$ cat src/sv/mlpr_pkg.sv
// ----------------------------------------------------------------------------
// mlpr_pkg
// Shared types, controller command codes and the init sequence table for the
// monochrome LCD page refresh block.
// ----------------------------------------------------------------------------
package mlpr_pkg;

    localparam int LANES    = 8;
    localparam int INIT_LEN = 14;

    localparam logic [7:0] CMD_PAGE   = 8'hB0;
    localparam logic [7:0] CMD_COL_LO = 8'h00;
    localparam logic [7:0] CMD_COL_HI = 8'h10;

    typedef enum logic [1:0] {
        ST_CLEAR,
        ST_IDLE,
        ST_BUSY
    } mlpr_state_t;

    // one lane's share of a framebuffer byte write
    typedef struct packed {
        logic       wr;
        logic       on;
        logic [2:0] bit_sel;
    } lane_req_t;

    // what a pull produces, except the data byte read from the lanes
    typedef struct packed {
        logic       has;
        logic       data;
        logic       last;
        logic [2:0] lane;
        logic [7:0] cmd;
    } pull_info_t;

    function automatic logic [7:0] init_byte(input logic [3:0] pos);
        logic [7:0] b;
        unique case (pos)
            4'd0:    b = 8'hE2;
            4'd1:    b = 8'hA2;
            4'd2:    b = 8'hA0;
            4'd3:    b = 8'hC8;
            4'd4:    b = 8'hA6;
            4'd5:    b = 8'h40;
            4'd6:    b = 8'h24;
            4'd7:    b = 8'h81;
            4'd8:    b = 8'h19;
            4'd9:    b = 8'h2C;
            4'd10:   b = 8'h2E;
            4'd11:   b = 8'h2F;
            4'd12:   b = 8'hA4;
            4'd13:   b = 8'hAF;
            default: b = 8'h00;
        endcase
        return b;
    endfunction

endpackage

$ cat src/sv/mlpr_lane.sv
// ----------------------------------------------------------------------------
// mlpr_lane
// One bank of the page store: holds every eighth column. Reads one column
// byte per cycle and does the single-bit read-modify-write of a pixel write.
// ----------------------------------------------------------------------------
module mlpr_lane
    import mlpr_pkg::*;
#(
    parameter int AW    = 7,
    parameter int DEPTH = 128
) (
    input  logic          aclk,
    input  logic          aresetn,
    input  lane_req_t     req,
    input  logic [AW-1:0] addr,
    input  logic          clr_en,
    input  logic [AW-1:0] clr_addr,
    output logic [7:0]    rd_data,
    output logic          changed
);

    logic [7:0]    mem [DEPTH];
    logic [7:0]    rd_data_reg;
    logic [AW-1:0] addr_reg;
    logic          pend_reg;
    logic          on_reg;
    logic [2:0]    bit_sel_reg;
    logic [7:0]    mask;
    logic [7:0]    new_byte;

    always_ff @(posedge aclk) begin
        if (!aresetn) begin
            pend_reg <= 1'b0;
        end else begin
            pend_reg <= req.wr;
        end
    end

    always_ff @(posedge aclk) begin
        addr_reg    <= addr;
        on_reg      <= req.on;
        bit_sel_reg <= req.bit_sel;
    end

    assign mask     = 8'd1 << bit_sel_reg;
    assign new_byte = on_reg ? (rd_data_reg | mask) : (rd_data_reg & ~mask);
    assign changed  = pend_reg && (new_byte != rd_data_reg);

    always_ff @(posedge aclk) begin
        rd_data_reg <= mem[addr];
        if (clr_en) begin
            mem[clr_addr] <= 8'h00;
        end else if (changed) begin
            mem[addr_reg] <= new_byte;
        end
    end

    assign rd_data = rd_data_reg;

endmodule

$ cat config.mk
export PLATFORM = sky130hd
export DESIGN_NAME = mlpr_lane
export DESIGN_NICKNAME = d
export VERILOG_FILES = /design/src/sv/mlpr_pkg.sv /design/src/sv/mlpr_lane.sv
export SDC_FILE = /design/constraint.sdc
export NUM_CORES = 1
export LEC_CHECK = 0
export BUFFER_PORTS_ARGS = -buffer_cell sky130_fd_sc_hd__buf_4
export CAP_MARGIN = 30
export CELL_PAD_IN_SITES_DETAIL_PLACEMENT = 1
export CELL_PAD_IN_SITES_GLOBAL_PLACEMENT = 1
export CORE_MARGIN = 5
export CORE_UTILIZATION = 56
export CTS_CLUSTER_DIAMETER = 100
export DETAILED_ROUTE_END_ITERATION = 10
export PLACE_DENSITY_LB_ADDON = 0.1
export REMOVE_ABC_BUFFERS = 1
export SKIP_LAST_GASP = 1
export SYNTH_ARGS = -nofsm -noshare
export SYNTH_HDL_FRONTEND = slang
export SYNTH_SLANG_ARGS = --single-unit
$ cat constraint.sdc
create_clock -name aclk -period 6.9 [get_ports aclk]
set_input_delay 0.69 -clock aclk [delete_from_list [all_inputs] [get_ports aclk]]
set_output_delay 0.69 -clock aclk [all_outputs]
set_load 0.02 [all_outputs]
==> run metrics <==
first-pass GRT wire length=145 mm; Critical R2R Launch=on_reg$_DFF_P_; CTS tree=built; root buf cell=clkbuf_16; Fin Clk Skew=15.5 ps; first-pass detailed-route iteration total=5; Vias=19,400; max FFs per register=1,024; site row count=98; Worst Hold Path EP=bit_sel_reg[2]$_DFF_P_; Post-synth EDFFs=1,024; Worst Path Buf+Inv=2; Switching Power=2.76 mW; Inserted Clock Buffers=104; R2R cell count=7; fin crit share=57.9%; Max-slew headroom=23.2%; DR DRC count=0; worst reg-to-reg setup slack=2900 ps; # diodes=0; delay-heaviest family, CP=simple AND/OR/NAND/NOR gates; critical path class=reg2reg; commonest non-fill, non-tap cell in the layout=edfxtp_1; Worst Path Max Fanout=52; Critical path origin=on_reg$_DFF_P_; Comb pwr share=4.6%; crit end category=flip-flop; clk sinks=1,044; Gate Count Post-Synth=1,906; final instance area=0.0456 mm²; Synth Cell Area=0.0405 mm²; final wirelength=97.3 mm; Slew Limit Fails=0; die area=0.0779 mm²; Hold Crit Class=in2reg; sequential power share=51.3%; commonest non-fill, non-tap cells in the layout=1,024 x edfxtp_1, 257 x mux4_2, 157 x nor2_1; biggest cell delay along the critical path=750 ps; hold path startpoint=req[2]; slew at the pin closest to its max-slew limit=1150 ps; Worst EP required=7250 ps; setup bufs post-CTS=0; cell breakdown of the critical path=or4b_1, a31oi_1, nor4_2, a21o_2, buf_12, nor2_4, buf_4; maximum buffer depth of the clock tree=3; Avg Inst Size Synth=21.3 µm²; share of cells above drive strength 1=25.1%; Final #Nets=1,994; Yosys warning count=0; CTS hold repair buffers=0; Final Hold Fails=0; average vias per placed instance=6.45; Layout area overhead=12.4%; Min-Delay Path Depth=1; Final setup violation count=0; Die X=279 µm; post-synth cell types=44; clk_lat worst skew=650 ps; routed length per instance=32.3 µm; Seq/Total Area, Yosys=76.8%; RSZ-0062 raised after global routing=no; Startpoint Class=flip-flop; Reg-to-Reg End=mem[19][0]$_DFFE_PP_; Die Height=279 µm; Initial Utilization=56.6%; initial drt markers=1,984; Placeable Area=0.0716 mm²; initial antenna violation count=2; H-Tree Depth=3; outcome=complete, no violations; largest net degree at the start of global routing=120; crit path DAT=4340 ps; Top FF cell, synth=edfxtp_1; hpwl dp=58.4 mm; Port Buf Inserts=30; DP Area=0.0420 mm²; Resize count post-CTS=0; Yosys reg bits=1,044; Power Dens Cells=298 mW/mm²; final antenna-violating net count=0; Final GP Congestion=0.862; Tmin final=4000 ps; asr flop ratio synth=0%; maximum clock rate=250 MHz; vias in the first global route=20,800; clk slew on worst S/H paths=60 ps; Lkg Pwr=14.6 nW; Worst path slowest cell=nor2_4; Global Route Usage Sum=25.3%; total of max-cap violations=0; Sw Ratio=20.3%; P_int=10.8 mW; maximum vdd drop=0.000277 V; final setup TNS=0 ps; Remaining Overflow, GRT=0; clock share of power=44.1%; Top Ports=31
## power by group through the flow
stage               clock [mW]  sequential (mW)  combinational [mW]
detailed placement           0             7.11               0.626
global route              6.41             6.97               0.657
CTS                       6.08             6.97               0.630
floorplan                    0             7.11               0.310
global placement             0             7.10               0.610
finish                    5.99             6.97               0.624
## kinds of logic after synthesis
group	share of synthesized area (%)
compound gates	2.48
buf+inv	1.18
flops	76.8
mux	16.5
simple gates	2.99
## layout make-up
class                   count  area, µm²
multi-input cells         751       8990
inverters                   3       11.3
flip-flops and latches   1044      31100
fillers                  5715      26000
clock buffers             132       2800
repair buffers             68        613
well taps                 950       1190
clock inverters            63        838
## Yosys cell counts (all sizes together), types with 2 or more instances
library cell  count  area share, %
edfxtp         1024             76
mux4            257             14
nor2            166            1.5
mux2i            85            2.2
o22ai            63           0.97
buf              56           0.67
clkbuf           52           0.48
a22oi            37           0.69
nor3             32           0.39
dfxtp            20           0.99
nand2            16           0.15
a32oi            12           0.26
nand2b           11           0.17
nor4             11           0.19
a31oi             9           0.14
a22o              7           0.15
nand3b            7           0.13
nand3             5          0.062
nor2b             5          0.077
nor3b             4          0.074
a21oi             3          0.046
inv               3          0.028
or4b              3          0.074
a21boi            2          0.046
and2              2          0.031
and3              2          0.031
o211ai            2          0.037
## per-stage QoR
stage / util, % / hold WS (ps) / std cells / power, mW / worst slack (ps)
final: 63.7 / 155 / 3011 / 13.6 / 2900
after global routing: 63.7 / 142 / 3011 / 14.0 / 2700
after CTS: 63.7 / 127 / 3011 / 13.7 / 2960
after detailed placement: 58.6 / 800 / 2816 / 7.73 / 3030
after global placement: 58.5 / 799 / 2813 / 7.71 / 2790
after floorplan: - / 718 / 1798 / 7.42 / 1040
## worst max path at each step
stage,to,slack [ps],depth (start not counted)
after floorplan,mem[0][0]$_DFFE_PP_,1040,5
after global placement,mem[17][5]$_DFFE_PP_,2790,5
after detailed placement,mem[51][0]$_DFFE_PP_,3030,7
after CTS,mem[27][0]$_DFFE_PP_,2960,7
after global routing,mem[19][0]$_DFFE_PP_,2700,7
final,mem[19][0]$_DFFE_PP_,2900,7
## metal layers
| layer | share of wire (%) | GRT usage, % | vias up |
|---|---|---|---|
| li1 | - | - | 8145 |
| met1 | 41 | 36.2 | 10400 |
| met2 | 49 | 40.9 | 726 |
| met3 | 6.4 | 4.57 | 146 |
| met4 | 2.9 | 7.47 | 4 |
| met5 | 0.024 | 0 | - |
(Power assumes the default switching activity.)
