`config.mk`:
```
export PLATFORM = sky130hd
export DESIGN_NAME = mlpr_seq
export DESIGN_NICKNAME = d
export VERILOG_FILES = /design/src/sv/mlpr_pkg.sv /design/src/sv/mlpr_seq.sv
export SDC_FILE = /design/constraint.sdc
export NUM_CORES = 1
export LEC_CHECK = 0
export BUFFER_PORTS_ARGS = -buffer_cell sky130_fd_sc_hd__buf_2
export CAP_MARGIN = 40
export CORE_MARGIN = 2
export CORE_UTILIZATION = 40
export DETAILED_ROUTE_END_ITERATION = 10
export GPL_TIMING_DRIVEN = 0
export HOLD_SLACK_MARGIN = 0.06
export PLACE_DENSITY_LB_ADDON = 0.05
export SETUP_SLACK_MARGIN = 0.3
export SYNTH_ARGS = -nofsm -noshare
export SYNTH_HDL_FRONTEND = slang
export SYNTH_SLANG_ARGS = --single-unit
```
`constraint.sdc`:
```
create_clock -name aclk -period 4.1 [get_ports aclk]
set_clock_uncertainty 0.2 [all_clocks]
set_input_delay 0.82 -clock aclk [delete_from_list [all_inputs] [get_ports aclk]]
set_output_delay 0.82 -clock aclk [all_outputs]
set_load 0.01 [all_outputs]
```
`src/sv/mlpr_pkg.sv`:
```
// ----------------------------------------------------------------------------
// mlpr_pkg
// Shared types, controller command codes and the init sequence table for the
// monochrome LCD page refresh block.
// ----------------------------------------------------------------------------
package mlpr_pkg;

    localparam int LANES    = 8;
    localparam int INIT_LEN = 14;

    localparam logic [7:0] CMD_PAGE   = 8'hB0;
    localparam logic [7:0] CMD_COL_LO = 8'h00;
    localparam logic [7:0] CMD_COL_HI = 8'h10;

    typedef enum logic [1:0] {
        ST_CLEAR,
        ST_IDLE,
        ST_BUSY
    } mlpr_state_t;

    // one lane's share of a framebuffer byte write
    typedef struct packed {
        logic       wr;
        logic       on;
        logic [2:0] bit_sel;
    } lane_req_t;

    // what a pull produces, except the data byte read from the lanes
    typedef struct packed {
        logic       has;
        logic       data;
        logic       last;
        logic [2:0] lane;
        logic [7:0] cmd;
    } pull_info_t;

    function automatic logic [7:0] init_byte(input logic [3:0] pos);
        logic [7:0] b;
        unique case (pos)
            4'd0:    b = 8'hE2;
            4'd1:    b = 8'hA2;
            4'd2:    b = 8'hA0;
            4'd3:    b = 8'hC8;
            4'd4:    b = 8'hA6;
            4'd5:    b = 8'h40;
            4'd6:    b = 8'h24;
            4'd7:    b = 8'h81;
            4'd8:    b = 8'h19;
            4'd9:    b = 8'h2C;
            4'd10:   b = 8'h2E;
            4'd11:   b = 8'h2F;
            4'd12:   b = 8'hA4;
            4'd13:   b = 8'hAF;
            default: b = 8'h00;
        endcase
        return b;
    endfunction

endpackage

```
`src/sv/mlpr_seq.sv`:
```
// ----------------------------------------------------------------------------
// mlpr_seq
// Output stream sequencer: init sequence, then refresh passes of page
// commands and column data while the frame is dirty.
// ----------------------------------------------------------------------------
module mlpr_seq
    import mlpr_pkg::*;
#(
    parameter int PANEL_WIDTH = 128,
    parameter int PAGES       = 8,
    parameter int PW          = 3,
    parameter int CBW         = 4,
    parameter int SW          = 8
) (
    input  logic           aclk,
    input  logic           aresetn,
    input  logic           pull,
    input  logic           dirty,
    output logic           pass_start,
    output pull_info_t     info,
    output logic [PW-1:0]  rd_page,
    output logic [CBW-1:0] rd_cb
);

    logic [3:0]    init_pos_reg, init_pos_next;
    logic          active_reg, active_next;
    logic [PW-1:0] page_reg, page_next;
    logic [SW-1:0] step_reg, step_next;

    logic          init_done;
    logic          eff_active;
    logic [PW-1:0] eff_page;
    logic [SW-1:0] eff_step;
    logic [SW-1:0] col;
    logic          wrap;
    logic          last_page;

    always_ff @(posedge aclk) begin
        if (!aresetn) begin
            init_pos_reg <= '0;
            active_reg   <= 1'b0;
            page_reg     <= '0;
            step_reg     <= '0;
        end else begin
            init_pos_reg <= init_pos_next;
            active_reg   <= active_next;
            page_reg     <= page_next;
            step_reg     <= step_next;
        end
    end

    assign init_done  = (init_pos_reg == 4'(INIT_LEN));
    assign pass_start = init_done && !active_reg && dirty;
    assign eff_active = active_reg || pass_start;
    assign eff_page   = pass_start ? '0 : page_reg;
    assign eff_step   = pass_start ? '0 : step_reg;
    assign col        = eff_step - SW'(3);
    assign wrap       = (eff_step >= SW'(PANEL_WIDTH + 2));
    assign last_page  = (eff_page == PW'(PAGES - 1));
    assign rd_page    = eff_page;
    assign rd_cb      = CBW'(col >> 3);

    always_comb begin
        info.has  = !init_done || eff_active;
        info.data = init_done && eff_active && (eff_step >= SW'(3));
        info.last = init_done && eff_active && wrap && last_page;
        info.lane = col[2:0];
        if (!init_done) begin
            info.cmd = init_byte(init_pos_reg);
        end else if (!eff_active) begin
            info.cmd = 8'h00;
        end else if (eff_step == SW'(0)) begin
            info.cmd = CMD_PAGE | 8'(eff_page);
        end else if (eff_step == SW'(1)) begin
            info.cmd = CMD_COL_LO;
        end else begin
            info.cmd = CMD_COL_HI;
        end
    end

    always_comb begin
        init_pos_next = init_pos_reg;
        active_next   = active_reg;
        page_next     = page_reg;
        step_next     = step_reg;
        if (pull) begin
            if (!init_done) begin
                init_pos_next = init_pos_reg + 4'd1;
            end else if (eff_active) begin
                if (wrap) begin
                    step_next = '0;
                    if (last_page) begin
                        active_next = 1'b0;
                        page_next   = '0;
                    end else begin
                        active_next = 1'b1;
                        page_next   = eff_page + PW'(1);
                    end
                end else begin
                    active_next = 1'b1;
                    page_next   = eff_page;
                    step_next   = eff_step + SW'(1);
                end
            end
        end
    end

endmodule
```
==> flow_summary.toml, run 1 <==
[status]
run_status = "finished clean"

[cells_and_area]
drive_above_1_share = 0.2170
syn2layout_area_growth_pct = 18.00
n_diodes = 0
fin_util = 0.4827
finalNetCount = 252
final_cells = 285

[routing]
post_drt_wl_per_cell_um = 13.35
drt_pass1_iterations = 4
drc = 0
detailed_route_via_count = 1499
drt.antenna.violating_nets = 0
wl_um = 3804
routed_via_density = 5.260
dr.first_iter.drc_count = 79

[critical_path]
setup.worst_path.class = "flip-flop to output port"
critical_path.endpoint = "info[4]"
timing.critical_path.fanout_max = 10
crit_required_ps = 3080
timing.reg2reg.setup_slack_ps = 1110
critical_path.reg2reg.startpoint = "init_pos_reg[0]$_SDFFE_PN0P_"
cp-startpoint = "init_pos_reg[0]$_SDFFE_PN0P_"
r2r_cells = 12
rr_endpoint = "page_reg[1]$_SDFFE_PN0P_"
critical_path_arrival_ps = 2650
critical_path.endpoint_type = "output port"
setup.worst_path.start_class = "flip-flop"

[power]
pwr_density_cell_nw_per_um2 = 266.5
total_leakage_power_nw = 0.9385
vdd_drop_max_mv = 0.1613
total_power_w = 0.0005072

[yosys]
ys.warnings.count = 0
synth.ff_latch_count = 24
edff_count_synth = 0
synthFlopType = "sky130_fd_sc_hd__dfxtp_1"
synth_fp_nets = 223
fraction_of_the_yosys_area_taken_by_sequential_cells = 0.2979
synth_largest_type_area_fraction = 0.2979
synthTopCellsByArea = "sky130_fd_sc_hd__dfxtp_1 (30%), sky130_fd_sc_hd__ha_1 (9.3%), sky130_fd_sc_hd__nand2_1 (7.4%), sky130_fd_sc_hd__nor2_1 (4.0%), sky130_fd_sc_hd__nand3_1 (3.7%)"
synthDistinctLibCells = 51
postSynth.asyncResetShare = 0
post_synth_inst_count = 207
synth_largest_area_cell = "sky130_fd_sc_hd__dfxtp_1"
synthTopCellsByCount = "sky130_fd_sc_hd__nand2_1 (32), sky130_fd_sc_hd__dfxtp_1 (24), sky130_fd_sc_hd__nor2_1 (17)"
synthesis.area_um2 = 1613
average_cell_area_after_synthesis_um2 = 7.791
most_frequent_cell_after_synthesis = "sky130_fd_sc_hd__nand2_1"

[global_routing]
vias_in_the_first_global_route = 1362
grt_max_degree = 15
antenna_found_initial = 0
globalRouteTotalUtil = 0.1776
grt_pass1_wl_um = 6127
leftover_overflow_at_the_end_of_global_routing = 0

[clock_network]
clock_pin_slew_worst_setup_and_hold_paths_ps = 90
clock_tree.buffer_depth = 2
cts_htree_levels = 1
clk_latency_ps = 270
clock_sink_count = 24
clock_tree.root_cell = "sky130_fd_sc_hd__clkbuf_8"
cts_hold_repair.buffers = 0
tritoncts.num_buffers = 3
tritoncts = "done"

[die]
die_height_um = 67.50
fp.dieArea_um2 = 4556
io-pin-count = 26
dieWidth_um = 67.50
std_cell_rows = 23
initial_utilization = 0.4091
floorplan.core_area_um2 = 3943

[sta]
post-route-min-period_ps = 3669
drv_slew = 0
report.final.hold_viol_count = 0
tightestPinTransition_ps = 501.2
rsz_0062_raised_after_global_routing = "true"
fin_tns_setup_ps = 0
final-setup-viol-count = 0
maxClockFrequency_ghz = 0.2726
timing.hold.ws_ps = 296.5
final.period_utilization = 0.8948
timing.slew.headroom = 0.6658

[worst_hold_path]
timing.hold.worst.class = "flip-flop to flip-flop"

[placement]
placement.io_buffers = 24
detailed_place_hpwl_um = 2909
placer_s_final_routability_congestion_estimate = 0.8034
place.detailed.instances = 281

[run]
timing.max_cap.violations = 0
[worst min-delay path by stage]
| stage | start | slack, ps | cells after the start | to |
|---|---|---|---|---|
| floorplan | page_reg[1]$_SDFFE_PN0P_ | 260 | 2 | page_reg[1]$_SDFFE_PN0P_ |
| CTS | page_reg[1]$_SDFFE_PN0P_ | 300 | 2 | page_reg[1]$_SDFFE_PN0P_ |
| global placement | page_reg[1]$_SDFFE_PN0P_ | 280 | 2 | page_reg[1]$_SDFFE_PN0P_ |
| global route | page_reg[1]$_SDFFE_PN0P_ | 340 | 2 | page_reg[1]$_SDFFE_PN0P_ |
| finish | page_reg[1]$_SDFFE_PN0P_ | 300 | 2 | page_reg[1]$_SDFFE_PN0P_ |
| detailed placement | page_reg[1]$_SDFFE_PN0P_ | 290 | 2 | page_reg[1]$_SDFFE_PN0P_ |
[stage by stage]
| stage | worst slack [ps] | cell area, um2 |
|---|---|---|
| floorplan | 752.7 | 1613 |
| global placement | 261.2 | 1795 |
| detailed placement | 229.2 | 1795 |
| CTS | 305.8 | 1882 |
| global route | 276.7 | 1903 |
| finish | 431.2 | 1903 |
[per-layer routing]
| layer | share of wire | track usage | up-vias |
|---|---|---|---|
| met3 | 0.047 | 0.04500 | 5 |
| met1 | 0.47 | 0.2256 | 682 |
| li1 | - | - | 787 |
| met2 | 0.48 | 0.3051 | 25 |
| met5 | 0 | 0 | - |
| met4 | 0.0066 | 0.03061 | 0 |
[critical path, cell delays in order, from the launching register on]
cell,delay (ps)
sky130_fd_sc_hd__dfxtp_2,340
sky130_fd_sc_hd__inv_1,100
sky130_fd_sc_hd__ha_2,210
sky130_fd_sc_hd__and3_1,170
sky130_fd_sc_hd__clkbuf_4,180
sky130_fd_sc_hd__nand2_4,90
sky130_fd_sc_hd__clkbuf_8,180
sky130_fd_sc_hd__and2_1,190
sky130_fd_sc_hd__inv_1,80
sky130_fd_sc_hd__ha_2,200
sky130_fd_sc_hd__nand2b_4,130
sky130_fd_sc_hd__a21oi_1,60
sky130_fd_sc_hd__o31ai_1,270
sky130_fd_sc_hd__buf_2,180
[placed cells by master (no fill, tap or decap), types with 8 or more instances in the layout]
cell type | Yosys | layout
sky130_fd_sc_hd__and3_1 | 8 | 8
sky130_fd_sc_hd__a21oi_1 | 10 | 10
sky130_fd_sc_hd__nor2_1 | 17 | 17
sky130_fd_sc_hd__ha_1 | 12 | 10
sky130_fd_sc_hd__dfxtp_1 | 24 | 23
sky130_fd_sc_hd__o21ai_0 | 9 | 9
sky130_fd_sc_hd__inv_1 | 10 | 10
sky130_fd_sc_hd__buf_2 | 2 | 26
sky130_fd_sc_hd__nand2_1 | 32 | 31
sky130_fd_sc_hd__nand3_1 | 12 | 12
[where the power goes]
part	internal (W)	switching, W	leakage, nW
clock network	0.000131	0.0000830	0.0357
logic	0.0000200	0.0000304	0.708
registers	0.000240	0.00000315	0.195
[logic make-up after synthesis]
group                    share of synthesized area
buffers and inverters                      0.05508
flip-flops                                  0.2979
XOR/XNOR                                   0.02716
adder cells (fa/ha/maj)                    0.09309
multiplexers                               0.01939
AND/OR/NAND/NOR                             0.3088
AO/OA/AOI/OAI                               0.1986
[final cells by class]
class	instances	area [um2]
Sequential cell	24	481.7
Tap cell	50	62.56
Buffer	10	62.56
Timing Repair Buffer	24	120.1
Inverter	11	41.29
Fill cell	390	2039
Multi-Input combinational cell	162	1064
Clock inverter	1	30.03
Clock buffer	3	41.29
[what timing repair did]
| item | CTS | global route |
|---|---|---|
| pin swaps | 1 | 1 |
| setup buffers | 0 | 0 |
| endpoints found under the setup margin | 9 | 8 |
| gates resized for setup | 6 | 8 |
No activity file was read; power rests on OpenSTA's default activity.
==> run 2: changes to the inputs <==
--- a/config.mk
+++ b/config.mk
@@ -10,7 +10,6 @@
 export CORE_MARGIN = 2
 export CORE_UTILIZATION = 40
 export DETAILED_ROUTE_END_ITERATION = 10
-export GPL_TIMING_DRIVEN = 0
 export HOLD_SLACK_MARGIN = 0.06
 export PLACE_DENSITY_LB_ADDON = 0.05
 export SETUP_SLACK_MARGIN = 0.3
==> constraint.sdc (replaced) <==
create_clock -name aclk -period 4.5 [get_ports aclk]
set_clock_uncertainty 0.2 [all_clocks]
set_input_delay 0.9 -clock aclk [delete_from_list [all_inputs] [get_ports aclk]]
set_output_delay 0.9 -clock aclk [all_outputs]
set_load 0.01 [all_outputs]
==> flow_summary.toml, run 2 (same netlist as run 1, synthesis figures left out) <==
[cells_and_area]
syn2layout_area_growth_pct = 13.11
fill_cells = 401
mostFrequentLayoutCell = "sky130_fd_sc_hd__nand2_1"
fin_util = 0.4627
drive_above_1_share = 0.1814
layout.cells.most_common_list = "sky130_fd_sc_hd__nand2_1 (32), sky130_fd_sc_hd__buf_2 (25), sky130_fd_sc_hd__dfxtp_1 (24)"
n_diodes = 0
finalNetCount = 243

[critical_path]
setup.worst_path.start_class = "flip-flop"
cp_slowest_cell = "sky130_fd_sc_hd__dfxtp_1"
setup.worst_path.class = "flip-flop to output port"
cpLargestDelayFamily = "simple AND/OR/NAND/NOR gates"
timing.critical_path.fanout_max = 16
slowest_delay_ps = 330
cp-startpoint = "init_pos_reg[0]$_SDFFE_PN0P_"
crit_required_ps = 3400
critical_path_arrival_ps = 2750
critical_path.endpoint_type = "output port"
critical_path.reg2reg.startpoint = "init_pos_reg[0]$_SDFFE_PN0P_"
ordered_cell_list_for_the_critical_path = "inv_1, ha_1, and3_1, nand2_2, nand2_1, inv_1, ha_1, o311ai_0, o21ai_0, buf_2"
buffer_and_inverter_count_on_the_worst_path = 3

[routing]
dr.first_iter.drc_count = 85
drt_pass1_iterations = 4
routed_via_density = 5.554
wl_um = 3949
post_drt_wl_per_cell_um = 14.31
drt.antenna.violating_nets = 0
drc = 0
detailed_route_via_count = 1533

[clock_network]
clock_pin_slew_worst_setup_and_hold_paths_ps = 90
cts.repair_timing.setup_buffer_count = 0
post_cts_resized = 0
clock_tree.buffer_depth = 2
clk_latency_ps = 270
tritoncts = "done"
clock_sink_count = 24
tritoncts.num_buffers = 3
cts_hold_repair.buffers = 0
clock_tree.root_cell = "sky130_fd_sc_hd__clkbuf_8"
cts_htree_levels = 1

[sta]
final-setup-viol-count = 0
timing.slew.headroom = 0.4946
report.final.hold_viol_count = 0
postLayoutSetupSlackWorst_ps = 652.4
fin_tns_setup_ps = 0
final.period_utilization = 0.8550
maxClockFrequency_ghz = 0.2599
tightestPinTransition_ps = 755.4
post-route-min-period_ps = 3848
rsz_0062_raised_after_global_routing = "false"
drv_slew = 0

[die]
initial_utilization = 0.4091
die_height_um = 67.50
std_cell_rows = 23
floorplan.core_area_um2 = 3943
dieWidth_um = 67.50
fp.dieArea_um2 = 4556
io-pin-count = 26

[run]
timing.max_cap.violations = 0

[placement]
placer_s_final_routability_congestion_estimate = 0.8466
detailed_place_hpwl_um = 2999
placement.io_buffers = 25
place_worst_setup_slack_ps = 793.1

[worst_hold_path]
timing.hold.worst.class = "flip-flop to flip-flop"
hold_start = "page_reg[1]$_SDFFE_PN0P_"

[global_routing]
leftover_overflow_at_the_end_of_global_routing = 0
globalRouteTotalUtil = 0.1815
grt_pass1_wl_um = 6327
vias_in_the_first_global_route = 1330
grt_max_degree = 18
antenna_found_initial = 0

[status]
run_status = "finished clean"

[power]
pwr_density_cell_nw_per_um2 = 250.9
total_leakage_power_nw = 0.8886
vdd_drop_max_mv = 0.1548
==> run 2: final timing paths <==
kind / depth (start not counted) / end / slack, ps
max: 10 / rd_cb[1] / 650
min: 2 / page_reg[1]$_SDFFE_PN0P_ / 300
max reg2reg: 10 / page_reg[1]$_SDFFE_PN0P_ / 1450
min reg2reg: 2 / page_reg[1]$_SDFFE_PN0P_ / 300
==> run 2: routing by layer <==
layer  global-route usage  vias up  share of wire
met4              0.05867        0          0.011
met3              0.02833        6          0.046
met2               0.3076       48           0.49
met1               0.2340      707           0.45
li1                     -      772              -
met5                    0        -              0
==> run 2: final cells by class <==
cell class | count | area (um2) | area share
inverter | 11 | 41.29 | 0.02263
multi-input combinational | 162 | 1044 | 0.5720
sequential | 24 | 480.5 | 0.2634
tap | 50 | 62.56 | 0.03429
clock inverter | 1 | 30.03 | 0.01646
timing repair buffer | 25 | 125.1 | 0.06859
clock buffer | 3 | 41.29 | 0.02263
==> run 2: metrics by stage <==
stage / hold slack [ps] / std cells / total power, W / area [um2]
2_1_floorplan: 256.5 / 207 / 0.0002580 / 1613
3_3_place_gp: 285.1 / 272 / 0.0002698 / 1753
3_5_place_dp: 291.3 / 272 / 0.0002712 / 1753
4_1_cts: 304.3 / 276 / 0.0004642 / 1824
5_1_grt: 353.6 / 276 / 0.0004815 / 1824
6_report: 298.8 / 276 / 0.0004578 / 1824
==> run 2: where the power goes <==
| part | switching [W] | internal (W) | total [W] |
|---|---|---|---|
| Combinational | 0.0000273 | 0.0000176 | 0.0000449 |
| Clock | 0.0000727 | 0.000119 | 0.000192 |
| Sequential | 0.00000265 | 0.000218 | 0.000221 |
| Total | 0.000103 | 0.000355 | 0.000458 |
==> run 2: worst register-to-register path, cell delays in order (launching register included) <==
cell                      delay [ps]
sky130_fd_sc_hd__dfxtp_1         330
sky130_fd_sc_hd__inv_1            90
sky130_fd_sc_hd__ha_1            240
sky130_fd_sc_hd__and3_1          330
sky130_fd_sc_hd__nand2_2         250
sky130_fd_sc_hd__nand2_1         230
sky130_fd_sc_hd__ha_1            270
sky130_fd_sc_hd__o41ai_4         120
sky130_fd_sc_hd__or3_4           430
sky130_fd_sc_hd__or3b_1          360
sky130_fd_sc_hd__a21oi_1         130
==> run 3: changes to the inputs <==
--- a/config.mk
+++ b/config.mk
@@ -5,7 +5,7 @@
 export SDC_FILE = /design/constraint.sdc
 export NUM_CORES = 1
 export LEC_CHECK = 0
-export BUFFER_PORTS_ARGS = -buffer_cell sky130_fd_sc_hd__buf_2
+export BUFFER_PORTS_ARGS = -buffer_cell sky130_fd_sc_hd__buf_4
 export CAP_MARGIN = 40
 export CORE_MARGIN = 2
 export CORE_UTILIZATION = 40
==> flow_summary.toml, run 3 (same netlist as run 1, synthesis figures left out) <==
[power]
total_leakage_power_nw = 0.9092
pwr_density_cell_nw_per_um2 = 244.8
vdd_drop_max_mv = 0.1883

[routing]
post_drt_wl_per_cell_um = 14.44
dr.first_iter.drc_count = 107
wl_um = 3985
routed_via_density = 5.489
drt_pass1_iterations = 7
drt.antenna.violating_nets = 0
drc = 0
detailed_route_via_count = 1515

[clock_network]
clock_sink_count = 24
tritoncts = "done"
clk_latency_ps = 270
clock_tree.root_cell = "sky130_fd_sc_hd__clkbuf_8"
clock_pin_slew_worst_setup_and_hold_paths_ps = 90
tritoncts.num_buffers = 3
cts.repair_timing.setup_buffer_count = 0
clock_tree.buffer_depth = 2
cts_hold_repair.buffers = 0
cts_htree_levels = 1
post_cts_resized = 0

[cells_and_area]
final_design_area_no_fill_um2 = 1887
n_diodes = 0
layout.cells.most_common_list = "sky130_fd_sc_hd__nand2_1 (32), sky130_fd_sc_hd__buf_4 (25), sky130_fd_sc_hd__dfxtp_1 (24)"
final_cells = 276
seq_area_um2 = 480.5
drive_above_1_share = 0.1814
mostFrequentLayoutCell = "sky130_fd_sc_hd__nand2_1"
finalNetCount = 243
area_occupied_by_multi_input_gates_um2 = 1044
syn2layout_area_growth_pct = 16.99
fill_cells = 382

[placement]
placement.io_buffers = 25
place_worst_setup_slack_ps = 762.5
place.detailed.instances = 272
placed_cell_area_um2 = 1815
placer_s_final_routability_congestion_estimate = 0.8302
detailed_place_hpwl_um = 2997

[critical_path]
critical_path.endpoint_type = "output port"
critical_path_arrival_ps = 2780
crit_required_ps = 3400
setup.worst_path.class = "flip-flop to output port"
setup.worst_path.start_class = "flip-flop"
timing.critical_path.fanout_max = 16

[global_routing]
grt_pass1_wl_um = 6603
leftover_overflow_at_the_end_of_global_routing = 0
grt_max_degree = 18
globalRouteTotalUtil = 0.1883
vias_in_the_first_global_route = 1424
antenna_found_initial = 0

[die]
die_height_um = 67.50
fp.dieArea_um2 = 4556
std_cell_rows = 23
floorplan.core_area_um2 = 3943
initial_utilization = 0.4091
io-pin-count = 26
dieWidth_um = 67.50

[run]
timing.max_cap.violations = 0

[status]
run_status = "finished clean"

[sta]
tightestPinTransition_ps = 724.4
fin_tns_setup_ps = 0
post-route-min-period_ps = 3878
drv_slew = 0
final.period_utilization = 0.8618
timing.slew.headroom = 0.5153
maxClockFrequency_ghz = 0.2578
report.final.hold_viol_count = 0
rsz_0062_raised_after_global_routing = "false"
postLayoutSetupSlackWorst_ps = 621.7
final-setup-viol-count = 0

[worst_hold_path]
timing.hold.worst.class = "flip-flop to flip-flop"
-- run 3: cell counts in the layout (fill, tap and decap cells not counted) --
No cell type changed its count.
-- run 3: power by group --
| group | internal (W) | switching (W) |
|---|---|---|
| Sequential | 0.000218 | 0.00000276 |
| Clock | 0.000119 | 0.0000737 |
| Combinational | 0.0000205 | 0.0000276 |
-- run 3: final timing paths --
| kind | startpoint | to | slack [ps] | cells after the start |
|---|---|---|---|---|
| worst max-delay path | init_pos_reg[0]$_SDFFE_PN0P_ | rd_cb[1] | 620 | 10 |
| worst max register to register | init_pos_reg[0]$_SDFFE_PN0P_ | page_reg[1]$_SDFFE_PN0P_ | 1440 | 10 |
| worst min-delay path | page_reg[1]$_SDFFE_PN0P_ | page_reg[1]$_SDFFE_PN0P_ | 300 | 2 |
| worst min register to register | page_reg[1]$_SDFFE_PN0P_ | page_reg[1]$_SDFFE_PN0P_ | 300 | 2 |
-- run 3: final cells by class --
class	instances	share of cell area
Tap cell	50	0.03316
Clock inverter	1	0.01592
Multi-Input combinational cell	162	0.5530
Sequential cell	24	0.2546
Inverter	11	0.02188
Timing Repair Buffer	25	0.09947
Clock buffer	3	0.02188
-- run 3: critical path, cell delays in order, from the launching register on --
cell	delay [ps]
sky130_fd_sc_hd__dfxtp_1	340
sky130_fd_sc_hd__inv_1	90
sky130_fd_sc_hd__ha_1	220
sky130_fd_sc_hd__and3_1	340
sky130_fd_sc_hd__nand2_2	260
sky130_fd_sc_hd__nand2_1	240
sky130_fd_sc_hd__inv_1	90
sky130_fd_sc_hd__ha_1	300
sky130_fd_sc_hd__o311ai_0	320
sky130_fd_sc_hd__o21ai_0	150
sky130_fd_sc_hd__buf_4	160
-- run 3: per-layer routing --
metal	up-vias	share of wire	wire length [um]	GRT usage
met5	-	0	0	0
met4	0	0.0043	17	0.02551
met3	2	0.054	217	0.03833
met2	42	0.49	1935	0.3272
met1	706	0.46	1814	0.2449
li1	765	-	-	-
-- run 3: metrics by stage --
stage | hold slack (ps) | total power (W) | util
after detailed placement | 283.8 | 0.0002744 | 0.4605
after CTS | 300.6 | 0.0004659 | 0.4786
final | 295.7 | 0.0004620 | 0.4786
after global placement | 283.7 | 0.0002730 | 0.4605
after floorplan | 256.5 | 0.0002580 | -
after global routing | 327.5 | 0.0004804 | 0.4786
